## src/prs_pkg.sv

```systemverilog
`timescale 1ns / 1ps
`default_nettype none

package prs_pkg;

  // Table sizing defaults
  localparam int NumSlotsDef  = 16;
  localparam int PrioWidthDef = 8;

  // Fixed field widths of the ports
  localparam int SlotW  = 4;
  localparam int InPrW  = 8;
  localparam int StateW = 2;
  localparam int CountW = 5;
  localparam int KindW  = 2;

  // Run state codes of a slot
  localparam logic [StateW-1:0] RS_READY   = 2'd0;
  localparam logic [StateW-1:0] RS_RUNNING = 2'd1;
  localparam logic [StateW-1:0] RS_BLOCKED = 2'd2;

  // What is running now
  localparam logic [KindW-1:0] KIND_NONE = 2'd0;
  localparam logic [KindW-1:0] KIND_SLOT = 2'd1;
  localparam logic [KindW-1:0] KIND_IDLE = 2'd2;

  // Operation codes of an input beat
  localparam logic OP_WRITE = 1'b0;
  localparam logic OP_SCHED = 1'b1;

endpackage

`default_nettype wire

```

## src/prs_table.sv

```systemverilog
`timescale 1ns / 1ps
`default_nettype none

// Slot table: priority and run state memories, one write and one registered
// read a cycle. Entries never written read back as their reset values.
module prs_table #(
  parameter int NUM_SLOTS  = prs_pkg::NumSlotsDef,
  parameter int PRIO_WIDTH = prs_pkg::PrioWidthDef,
  localparam int IdxW      = $clog2(NUM_SLOTS)
) (
  input  wire logic                      clk_i,
  input  wire logic                      rst_ni,
  input  wire logic                      wr_en_i,
  input  wire logic                      wr_prio_en_i,
  input  wire logic [IdxW-1:0]           wr_addr_i,
  input  wire logic [PRIO_WIDTH-1:0]     wr_prio_i,
  input  wire logic [prs_pkg::StateW-1:0] wr_state_i,
  input  wire logic                      rd_en_i,
  input  wire logic [IdxW-1:0]           rd_addr_i,
  output logic      [PRIO_WIDTH-1:0]     rd_prio_o,
  output logic      [prs_pkg::StateW-1:0] rd_state_o
);

  logic [PRIO_WIDTH-1:0]      prio_mem  [NUM_SLOTS];
  logic [prs_pkg::StateW-1:0] state_mem [NUM_SLOTS];
  logic [NUM_SLOTS-1:0]       vld_q;
  logic [PRIO_WIDTH-1:0]      rd_prio_q;
  logic [prs_pkg::StateW-1:0] rd_state_q;
  logic                       rd_vld_q;

  // Mark an entry valid once a full write has loaded it
  always_ff @(posedge clk_i or negedge rst_ni) begin
    if (!rst_ni) begin
      vld_q <= '0;
    end else if (wr_en_i && wr_prio_en_i) begin
      vld_q[wr_addr_i] <= 1'b1;
    end
  end

  always_ff @(posedge clk_i) begin
    if (wr_en_i) begin
      state_mem[wr_addr_i] <= wr_state_i;
      if (wr_prio_en_i) begin
        prio_mem[wr_addr_i] <= wr_prio_i;
      end
    end
  end

  always_ff @(posedge clk_i) begin
    if (rd_en_i) begin
      rd_prio_q  <= prio_mem[rd_addr_i];
      rd_state_q <= state_mem[rd_addr_i];
      rd_vld_q   <= vld_q[rd_addr_i];
    end
  end

  assign rd_prio_o  = rd_vld_q ? rd_prio_q  : '0;
  assign rd_state_o = rd_vld_q ? rd_state_q : prs_pkg::RS_BLOCKED;

endmodule

`default_nettype wire

```

## src/prs_scan.sv

```systemverilog
`timescale 1ns / 1ps
`default_nettype none

// Shared compare unit: one slot a cycle against the best so far.
module prs_scan #(
  parameter int NUM_SLOTS  = prs_pkg::NumSlotsDef,
  parameter int PRIO_WIDTH = prs_pkg::PrioWidthDef,
  localparam int IdxW      = $clog2(NUM_SLOTS)
) (
  input  wire logic                       clk_i,
  input  wire logic                       rst_ni,
  input  wire logic                       clear_i,
  input  wire logic                       en_i,
  input  wire logic [IdxW-1:0]            idx_i,
  input  wire logic [PRIO_WIDTH-1:0]      prio_i,
  input  wire logic [prs_pkg::StateW-1:0] state_i,
  output logic                            found_o,
  output logic      [IdxW-1:0]            best_o
);

  logic                  found_q, found_d;
  logic [IdxW-1:0]       best_q, best_d;
  logic [PRIO_WIDTH-1:0] best_prio_q, best_prio_d;
  logic                  take;

  // Strict less-than keeps the lowest index on a tie
  assign take = en_i && (state_i == prs_pkg::RS_READY) &&
                (!found_q || (prio_i < best_prio_q));

  always_comb begin
    found_d     = found_q;
    best_d      = best_q;
    best_prio_d = best_prio_q;
    if (clear_i) begin
      found_d = 1'b0;
      best_d  = '0;
    end else if (take) begin
      found_d     = 1'b1;
      best_d      = idx_i;
      best_prio_d = prio_i;
    end
  end

  always_ff @(posedge clk_i or negedge rst_ni) begin
    if (!rst_ni) begin
      found_q <= 1'b0;
      best_q  <= '0;
    end else begin
      found_q <= found_d;
      best_q  <= best_d;
    end
  end

  always_ff @(posedge clk_i) begin
    best_prio_q <= best_prio_d;
  end

  assign found_o = found_q;
  assign best_o  = best_q;

endmodule

`default_nettype wire

```

## src/priority_ready_scheduler.sv

```systemverilog
// Fixed-priority ready scheduler.
// Input channel (in_valid_i / in_stall_o): each beat is either a slot write
// (operation 0: load priority and run state of one slot) or a scheduling pass
// (operation 1). Output channel (out_valid_o / out_stall_i): one beat per
// scheduling pass with the chosen slot, an idle flag and a switched flag.
// Configuration: cfg_we_i loads active_count from cfg_wdata_i; write it only
// while the block is idle.
// Sequence: a scheduling pass scans the first n slots, n = min(active_count,
// slots): the single table read port and one shared comparator visit one slot
// per cycle, the last compare settles and the scan is left, then the table is
// updated (demote, then promote) and the output register is loaded.
// in_stall_o stays high for the whole pass.
// Reset: every slot reads as blocked with priority zero, nothing running,
// active_count zero; no clearing pass is needed, valid bits cover the table.
// Receiver stall: the result beat holds in the output register and new beats
// are still taken; a later pass waits in its last cycle until the register
// frees up.
`timescale 1ns / 1ps
`default_nettype none

module priority_ready_scheduler #(
  parameter int NUM_SLOTS  = prs_pkg::NumSlotsDef,
  parameter int PRIO_WIDTH = prs_pkg::PrioWidthDef
) (
  input  wire logic                        clk_i,
  input  wire logic                        rst_ni,
  // configuration
  input  wire logic                        cfg_we_i,
  input  wire logic [prs_pkg::CountW-1:0]  cfg_wdata_i,
  // input beats
  input  wire logic                        in_valid_i,
  output logic                             in_stall_o,
  input  wire logic                        operation_i,
  input  wire logic [prs_pkg::SlotW-1:0]   slot_i,
  input  wire logic [prs_pkg::InPrW-1:0]   prio_value_i,
  input  wire logic [prs_pkg::StateW-1:0]  run_state_i,
  // result beats
  output logic                             out_valid_o,
  input  wire logic                        out_stall_i,
  output logic      [prs_pkg::SlotW-1:0]   chosen_slot_o,
  output logic                             idle_chosen_o,
  output logic                             switched_o
);

  localparam int IdxW = $clog2(NUM_SLOTS);
  localparam int CntW = $clog2(NUM_SLOTS + 1);

  // Sequencer states
  localparam logic [2:0] ST_IDLE = 3'd0;
  localparam logic [2:0] ST_SCAN = 3'd1;
  localparam logic [2:0] ST_UPD  = 3'd2;
  localparam logic [2:0] ST_PROM = 3'd3;
  localparam logic [2:0] ST_EMIT = 3'd4;

  logic [2:0]                  state_q, state_d;
  logic [prs_pkg::CountW-1:0]  active_count_q;
  logic [CntW-1:0]             n_q, n_d;
  logic [CntW-1:0]             ptr_q, ptr_d;
  logic                        rd_pend_q;
  logic [IdxW-1:0]             rd_idx_q;
  logic [prs_pkg::KindW-1:0]   cur_kind_q, cur_kind_d;
  logic [IdxW-1:0]             cur_idx_q, cur_idx_d;
  logic [prs_pkg::SlotW-1:0]   res_slot_q;
  logic                        res_idle_q;
  logic                        res_sw_q;
  logic                        out_valid_q, out_valid_d;
  logic [prs_pkg::SlotW-1:0]   out_slot_q;
  logic                        out_idle_q;
  logic                        out_sw_q;

  logic                        in_acc;
  logic                        out_free;
  logic                        issue;
  logic                        same_slot;
  logic                        keep_idle;
  logic                        do_switch;
  logic                        do_demote;
  logic                        slot_ok;

  logic                        tbl_wr_en;
  logic                        tbl_wr_prio_en;
  logic [IdxW-1:0]             tbl_wr_addr;
  logic [prs_pkg::StateW-1:0]  tbl_wr_state;
  logic [PRIO_WIDTH-1:0]       rd_prio;
  logic [prs_pkg::StateW-1:0]  rd_state;
  logic                        found;
  logic [IdxW-1:0]             best;

  assign in_stall_o = (state_q != ST_IDLE);
  assign in_acc     = in_valid_i && !in_stall_o;
  assign out_free   = !out_valid_q || !out_stall_i;
  assign issue      = (state_q == ST_SCAN) && (ptr_q < n_q);
  assign slot_ok    = int'(slot_i) < NUM_SLOTS;

  // Outcome of the pass, taken from the unit and the running context
  assign same_slot = found && (cur_kind_q == prs_pkg::KIND_SLOT) && (cur_idx_q == best);
  assign keep_idle = !found && (cur_kind_q == prs_pkg::KIND_IDLE);
  assign do_switch = !(same_slot || keep_idle);
  assign do_demote = do_switch && (cur_kind_q == prs_pkg::KIND_SLOT);

  // Clamp the count to the table size
  always_comb begin
    if (int'(active_count_q) > NUM_SLOTS) begin
      n_d = CntW'(NUM_SLOTS);
    end else begin
      n_d = CntW'(active_count_q);
    end
  end

  // Table write port: slot write, demote, promote
  always_comb begin
    tbl_wr_en      = 1'b0;
    tbl_wr_prio_en = 1'b0;
    tbl_wr_addr    = IdxW'(slot_i);
    tbl_wr_state   = run_state_i;
    unique case (state_q)
      ST_IDLE: begin
        tbl_wr_en      = in_acc && (operation_i == prs_pkg::OP_WRITE) && slot_ok;
        tbl_wr_prio_en = 1'b1;
      end
      ST_UPD: begin
        tbl_wr_en    = do_demote;
        tbl_wr_addr  = cur_idx_q;
        tbl_wr_state = prs_pkg::RS_READY;
      end
      ST_PROM: begin
        tbl_wr_en    = found && do_switch;
        tbl_wr_addr  = best;
        tbl_wr_state = prs_pkg::RS_RUNNING;
      end
      default: begin
        tbl_wr_en = 1'b0;
      end
    endcase
  end

  // Sequencer
  always_comb begin
    state_d    = state_q;
    ptr_d      = ptr_q;
    cur_kind_d = cur_kind_q;
    cur_idx_d  = cur_idx_q;
    unique case (state_q)
      ST_IDLE: begin
        if (in_acc && (operation_i == prs_pkg::OP_SCHED)) begin
          ptr_d   = '0;
          state_d = ST_SCAN;
        end
      end
      ST_SCAN: begin
        if (issue) begin
          ptr_d = ptr_q + CntW'(1);
        end else if (!rd_pend_q) begin
          state_d = ST_UPD;
        end
      end
      ST_UPD: begin
        state_d = ST_PROM;
      end
      ST_PROM: begin
        if (do_switch) begin
          cur_kind_d = found ? prs_pkg::KIND_SLOT : prs_pkg::KIND_IDLE;
          cur_idx_d  = found ? best : '0;
        end
        state_d = ST_EMIT;
      end
      ST_EMIT: begin
        if (out_free) begin
          state_d = ST_IDLE;
        end
      end
      default: begin
        state_d = ST_IDLE;
      end
    endcase
  end

  // Output register: load on a free slot, drop when taken
  always_comb begin
    out_valid_d = out_valid_q;
    if (out_valid_q && !out_stall_i) begin
      out_valid_d = 1'b0;
    end
    if ((state_q == ST_EMIT) && out_free) begin
      out_valid_d = 1'b1;
    end
  end

  always_ff @(posedge clk_i or negedge rst_ni) begin
    if (!rst_ni) begin
      state_q        <= ST_IDLE;
      active_count_q <= '0;
      n_q            <= '0;
      ptr_q          <= '0;
      rd_pend_q      <= 1'b0;
      cur_kind_q     <= prs_pkg::KIND_NONE;
      cur_idx_q      <= '0;
      out_valid_q    <= 1'b0;
    end else begin
      state_q     <= state_d;
      ptr_q       <= ptr_d;
      rd_pend_q   <= issue;
      cur_kind_q  <= cur_kind_d;
      cur_idx_q   <= cur_idx_d;
      out_valid_q <= out_valid_d;
      if (cfg_we_i) begin
        active_count_q <= cfg_wdata_i;
      end
      if (in_acc) begin
        n_q <= n_d;
      end
    end
  end

  // Payload registers
  always_ff @(posedge clk_i) begin
    if (issue) begin
      rd_idx_q <= ptr_q[IdxW-1:0];
    end
    if (state_q == ST_PROM) begin
      res_slot_q <= found ? prs_pkg::SlotW'(best) : '0;
      res_idle_q <= !found;
      res_sw_q   <= do_switch;
    end
    if ((state_q == ST_EMIT) && out_free) begin
      out_slot_q <= res_slot_q;
      out_idle_q <= res_idle_q;
      out_sw_q   <= res_sw_q;
    end
  end

  assign out_valid_o   = out_valid_q;
  assign chosen_slot_o = out_slot_q;
  assign idle_chosen_o = out_idle_q;
  assign switched_o    = out_sw_q;

  prs_table #(
    .NUM_SLOTS  (NUM_SLOTS),
    .PRIO_WIDTH (PRIO_WIDTH)
  ) u_table (
    .clk_i        (clk_i),
    .rst_ni       (rst_ni),
    .wr_en_i      (tbl_wr_en),
    .wr_prio_en_i (tbl_wr_prio_en),
    .wr_addr_i    (tbl_wr_addr),
    .wr_prio_i    (PRIO_WIDTH'(prio_value_i)),
    .wr_state_i   (tbl_wr_state),
    .rd_en_i      (issue),
    .rd_addr_i    (ptr_q[IdxW-1:0]),
    .rd_prio_o    (rd_prio),
    .rd_state_o   (rd_state)
  );

  prs_scan #(
    .NUM_SLOTS  (NUM_SLOTS),
    .PRIO_WIDTH (PRIO_WIDTH)
  ) u_scan (
    .clk_i   (clk_i),
    .rst_ni  (rst_ni),
    .clear_i (in_acc && (operation_i == prs_pkg::OP_SCHED)),
    .en_i    (rd_pend_q),
    .idx_i   (rd_idx_q),
    .prio_i  (rd_prio),
    .state_i (rd_state),
    .found_o (found),
    .best_o  (best)
  );

  // The table is left alone while the scan reads it
  a_no_write_in_scan: assert property (@(posedge clk_i) disable iff (!rst_ni)
    (state_q == ST_SCAN) |-> !tbl_wr_en)
    else $error("table written during scan");

  // A pick always lies inside the scanned range
  a_best_in_range: assert property (@(posedge clk_i) disable iff (!rst_ni)
    ((state_q == ST_UPD) && found) |-> (CntW'(best) < n_q))
    else $error("pick outside active range");

  // Idle context carries index zero
  a_idle_index: assert property (@(posedge clk_i) disable iff (!rst_ni)
    (cur_kind_q == prs_pkg::KIND_IDLE) |-> (cur_idx_q == '0))
    else $error("idle context with non-zero index");

  // A result only follows a pass, which leaves something running
  a_kind_after_result: assert property (@(posedge clk_i) disable iff (!rst_ni)
    out_valid_o |-> (cur_kind_q != prs_pkg::KIND_NONE))
    else $error("result with nothing running");

  // Idle results report slot zero
  a_idle_slot_zero: assert property (@(posedge clk_i) disable iff (!rst_ni)
    (out_valid_o && idle_chosen_o) |-> (chosen_slot_o == '0))
    else $error("idle result with non-zero slot");

endmodule

`default_nettype wire

```

## config.mk

```make
export PLATFORM = sky130hd
export DESIGN_NAME = priority_ready_scheduler
export DESIGN_NICKNAME = d
export VERILOG_FILES = /design/src/prs_pkg.sv /design/src/prs_table.sv /design/src/prs_scan.sv /design/src/priority_ready_scheduler.sv
export SDC_FILE = /design/constraint.sdc
export NUM_CORES = 1
export LEC_CHECK = 0
export BUFFER_PORTS_ARGS = -buffer_cell sky130_fd_sc_hd__buf_2
export CORE_ASPECT_RATIO = 0.7
export CORE_MARGIN = 2
export CORE_UTILIZATION = 54
export DETAILED_ROUTE_END_ITERATION = 6
export PLACE_DENSITY = 0.72
export SLEW_MARGIN = 10
export SYNTH_ARGS = -nofsm -noshare
export SYNTH_HDL_FRONTEND = slang
export SYNTH_SLANG_ARGS = --single-unit
```

## constraint.sdc

```tcl
create_clock -name clk_i -period 6.6 [get_ports clk_i]
set_input_delay 1.32 -clock clk_i [delete_from_list [all_inputs] [get_ports clk_i]]
set_output_delay 1.32 -clock clk_i [all_outputs]
set_load 0.02 [all_outputs]
```

==> results by stage <==
Synthesis:
- The post-synthesis register bit count is 242.
- The most used flip-flop cell after synthesis is edfxtp_1.
- The cell type with the largest total area after synthesis is edfxtp_1.
- The most common cell in the synthesized netlist is edfxtp_1.
- The share of the synthesized area in the top cell type is 59.38%.
- The mapped netlist covers 9862 sq um.
- The synthesized area per cell is 18.33 sq um.
- Counting every net in the synthesized netlist gives 575.
- The sequential-to-total area share from yosys stat is 71.30%.
- The number of synthesized flops with an enable pin is 195.
- The post-synthesis instance total is 538.
- Yosys mapped the design onto 50 distinct sky130hd cell types.
- The count of yosys warnings during synthesis is 0.
- Sorting the synthesized cells by how often they occur yields 195 x edfxtp_1, 47 x dfrtp_1, 46 x mux4_2, 36 x nand2_1, 23 x nor2_1.
- The fraction of synthesis flops using an asynchronous set or reset pin is 19.42%.
- Yosys attributes the largest share of cell area to edfxtp_1 59%, dfrtp_1 12%, mux4_2 11%, mux4_1 2.1%, mux2_2 1.6%.

Placed design:
- Routability-driven placement finished with a final weighted congestion of 0.8929.
- Detailed placement ended at an HPWL of 13.96 mm.
- Port buffering added 32 buffers.

Power:
- The switching portion of total power is 29.09%.
- The clock share of power is 28.5%.
- Per report_power, the combinational group accounts for 23.6% of the total.
- The total power divided by cell area is 390.4 nW/um^2.
- IR analysis of the VDD net gives a maximum drop of 0.2551 mV.
- The total power of the final layout is 4253 uW.
- The sequential fraction of design power is 47.9%.
- The internal power of the cells totals 3016 uW.
- The leakage power is 0.003861 uW.
- The analysis attributes to net switching a power of 1237 uW.

Die:
- 33 I/O pins were placed.
- The horizontal die dimension is 165.5 um.
- Once the floorplan was initialized, standard cells occupied 54.93% of the core.
- The vertical die dimension is 117.1 um.
- The number of rows in the core area is 41.
- The die footprint is 19380 sq um.
- The floorplan step defined a core boundary enclosing 17950 sq um.

Global route:
- The via count of the first global-routing pass came to 5087.
- The global routing usage on met3 is 7.963%.
- The largest net degree at the start of global routing is 49.
- The first global-routing pass estimated 32.27 mm of wire.
- Summed over all layers, the global routing overflow is 0.
- met1 is the most crowded layer.
- For this run, global-route usage on met2 was measured as 34.16%.
- The met1 capacity usage during global routing is 35.79%.
- The number of antenna violations at the first check in global routing is 0.
- Across every metal layer, demand over resource in global routing totals 23.56%.

Setup path:
- The cell with the largest stage delay on the worst path is and2b_1.
- Traced cell by cell, the critical path runs through and2b_1 > mux2i_1 > nand3_1 > nor2_1.
- The critical setup path kind is flip-flop to flip-flop.
- The startpoint of the lowest-slack register-to-register path is state_q[2].
- In this run the critical register-to-register path is captured at u_table.prio_mem[7][4].
- The required time at the endpoint of the critical path is 6.73 ns.
- The arrival time at the worst endpoint is 3.12 ns.
- Of all nets on the critical path, the largest fanout is 12.
- For flop-to-flop paths, the worst setup slack is 3.61 ns.
- For this run, the slowest stage of the critical path takes 0.62 ns.
- STA classifies the critical path startpoint as a flip-flop.
- The depth of the worst register-to-register path is 4.
- The endpoint type of the worst setup path is a flip-flop.

Min path:
- The origin of the worst min-delay path is res_slot_q[2].
- The end point of the most critical hold path is chosen_slot_o[2].
- The class of the tightest hold or removal check is flip-flop to flip-flop.
- The worst hold path passes through 0 cells.

Timing:
- The worst path uses 45.34% of the clock period.
- The pin slew with the least headroom to its limit is 1.141 ns.
- On the final layout, the worst clock skew is 0.01511 ns.
- Setup repair after global routing left no endpoint under its margin.
- Setup violations remaining at the end of the flow were counted as 0.
- In the final timing run, aggregate negative setup slack is 0 ns.
- The number of max-slew violations in the final report is 0.
- The shortest period the worst path allows is 2.993 ns.
- The final-report hold violation count is 0.
- Headroom to the max-slew limit came out at 23.75%.
- The minimum hold slack is 0.4224 ns.
- The highest clock frequency the design can meet is 0.3342 GHz.

Clock tree:
- The number of gates resized after cts is 0.
- The tree built by TritonCTS fans out to 242 sinks.
- The level count of the clock H-tree is 1.
- After clock tree synthesis, the flow added hold-fix buffers numbering 0.
- The buffers inserted during post-CTS setup optimization is 0.
- After clock tree synthesis, the clock-pin slew on the worst setup and hold paths is 0.06 ns.
- The number of buffers on the longest clock path is 3.
- The number of buffers created by CTS is 23.
- Clock latency on the worst-skew pair, taken at its later pin, is 0.51 ns.
- The CTS tree is done.
- The root buffer cell chosen for the clock tree is clkbuf_16.

Detailed routing:
- The final layout contains routed wiring with a total length of 21.21 mm.
- The detail route stage leaves a number of antenna-violating nets equal to 0.
- For this block, the via count after detailed routing is 5003.
- For this block, the initial DRC count from the detailed router was 602.
- The first detailed-routing pass ran for 5 iterations.
- In the final routed layout, each cell accounts on average for 25.53 um.
- The count of unresolved DRC violations after routing is 0.
- The average vias per placed instance is 6.020.

Finish:
- The number of nets in the finished design is 617.
- The post-route netlist has 23.87% of its cells at a drive strength greater than 1.
- The number of inserted diodes is 0.
- The layout overhead on the synthesized area is 10.45%.

Run status:
- The run finished with clean final reports.

Job:
- The number of max-cap violations is 0.
==> area by class of cell <==
type | instances | area, sq um
fill | 1296 | 7062
sequential | 242 | 7034
multi-input combinational | 259 | 2630
timing repair buffer | 36 | 190.2
tap | 236 | 295.3
clock inverter | 12 | 81.33
inverter | 18 | 67.56
clock buffer | 28 | 594.3
==> cells in the final DEF, fill, tap and decap left out, types with 3 or more instances in the layout <==
| master | netlist | routed |
|---|---|---|
| xnor2_1 | 4 | 4 |
| nor2_1 | 23 | 23 |
| inv_1 | 18 | 18 |
| dfrtp_1 | 47 | 45 |
| clkinv_2 | 0 | 8 |
| nor3_1 | 16 | 16 |
| nand4_1 | 3 | 3 |
| o21ai_0 | 11 | 10 |
| buf_2 | 7 | 32 |
| o211ai_1 | 3 | 3 |
| or2_1 | 14 | 14 |
| a21oi_1 | 3 | 3 |
| edfxtp_1 | 195 | 195 |
| nand2b_1 | 5 | 5 |
| nand3_1 | 5 | 5 |
| and2_1 | 12 | 12 |
| mux2i_1 | 10 | 10 |
| buf_4 | 1 | 4 |
| mux2_2 | 14 | 14 |
| a22o_1 | 4 | 4 |
| nand2_1 | 36 | 36 |
| or2_2 | 3 | 3 |
| clkbuf_16 | 0 | 23 |
| mux4_2 | 46 | 46 |
| clkinv_1 | 0 | 3 |
| mux4_1 | 8 | 8 |
| ha_1 | 12 | 12 |
| clkbuf_1 | 4 | 5 |
==> critical path, delay by kind of cell, from the launching register on <==
family / cells / cell delay (ns)
flip-flops: 1 / 0.45
AND/OR/NAND/NOR: 3 / 1.58
multiplexers: 1 / 0.57
==> state kept, by name (all words and copies together), names as in the netlist, 5 cells and up <==
| register | flops |
|---|---|
| u_table.prio_mem | 128 |
| ptr_q | 5 |
| u_scan.best_prio_q | 8 |
| u_table.vld_q | 16 |
| n_q | 5 |
| u_table.state_mem | 32 |
| u_table.rd_prio_q | 8 |
| active_count_q | 5 |
==> layer usage <==
metal / share of wire, % / vias up / routed length [um]
met1: 44 / 2569 / 9421
li1: - / 2189 / -
met4: 1.3 / 0 / 272
met5: 0 / - / 0
met2: 44 / 216 / 9322
met3: 10 / 29 / 2197
==> power groups by stage <==
stage          Combinational [uW]  Sequential [uW]  Clock [uW]
6_report                     1000             2040        1210
5_1_grt                      1080             2070        1300
4_1_cts                      1000             2040        1230
3_5_place_dp                  998             2070           0
3_3_place_gp                  960             2060           0
2_1_floorplan                 785             1990           0
==> metrics by stage <==
step	setup slack [ns]	cells	instance area (sq um)	utilization [%]
after floorplan	3.722	538	9862	-
after global placement	3.281	791	10210	56.89
after detailed placement	3.186	791	10210	56.89
after CTS	3.674	831	10890	60.65
after global routing	3.434	831	10890	60.67
final	3.607	831	10890	60.67
==> how the worst max path moves through the flow <==
| stage | slack [ns] | endpoint | cells past startpoint | from |
|---|---|---|---|---|
| after global routing | 3.43 | u_table.prio_mem[7][4] | 4 | state_q[2] |
| after floorplan | 3.72 | u_table.prio_mem[1][0] | 4 | in_valid_i |
| after CTS | 3.67 | in_stall_o | 2 | state_q[0] |
| after global placement | 3.28 | u_table.prio_mem[15][1] | 5 | in_valid_i |
| final | 3.61 | u_table.prio_mem[7][4] | 4 | state_q[2] |
| after detailed placement | 3.19 | u_table.prio_mem[7][5] | 5 | in_valid_i |
==> kinds of logic after synthesis <==
family                     count (synthesis)  synth area share [%]
and+or+nand+nor                          132                 6.991
xor gates and xnor gates                   5                0.4440
buffers and inverters                     37                 2.068
adders and majority gates                 12                 1.522
AOI/OAI and AO/OA                         30                 2.030
muxes                                     80                 15.64
DFF                                      242                 71.30
(Power assumes the default switching activity.)
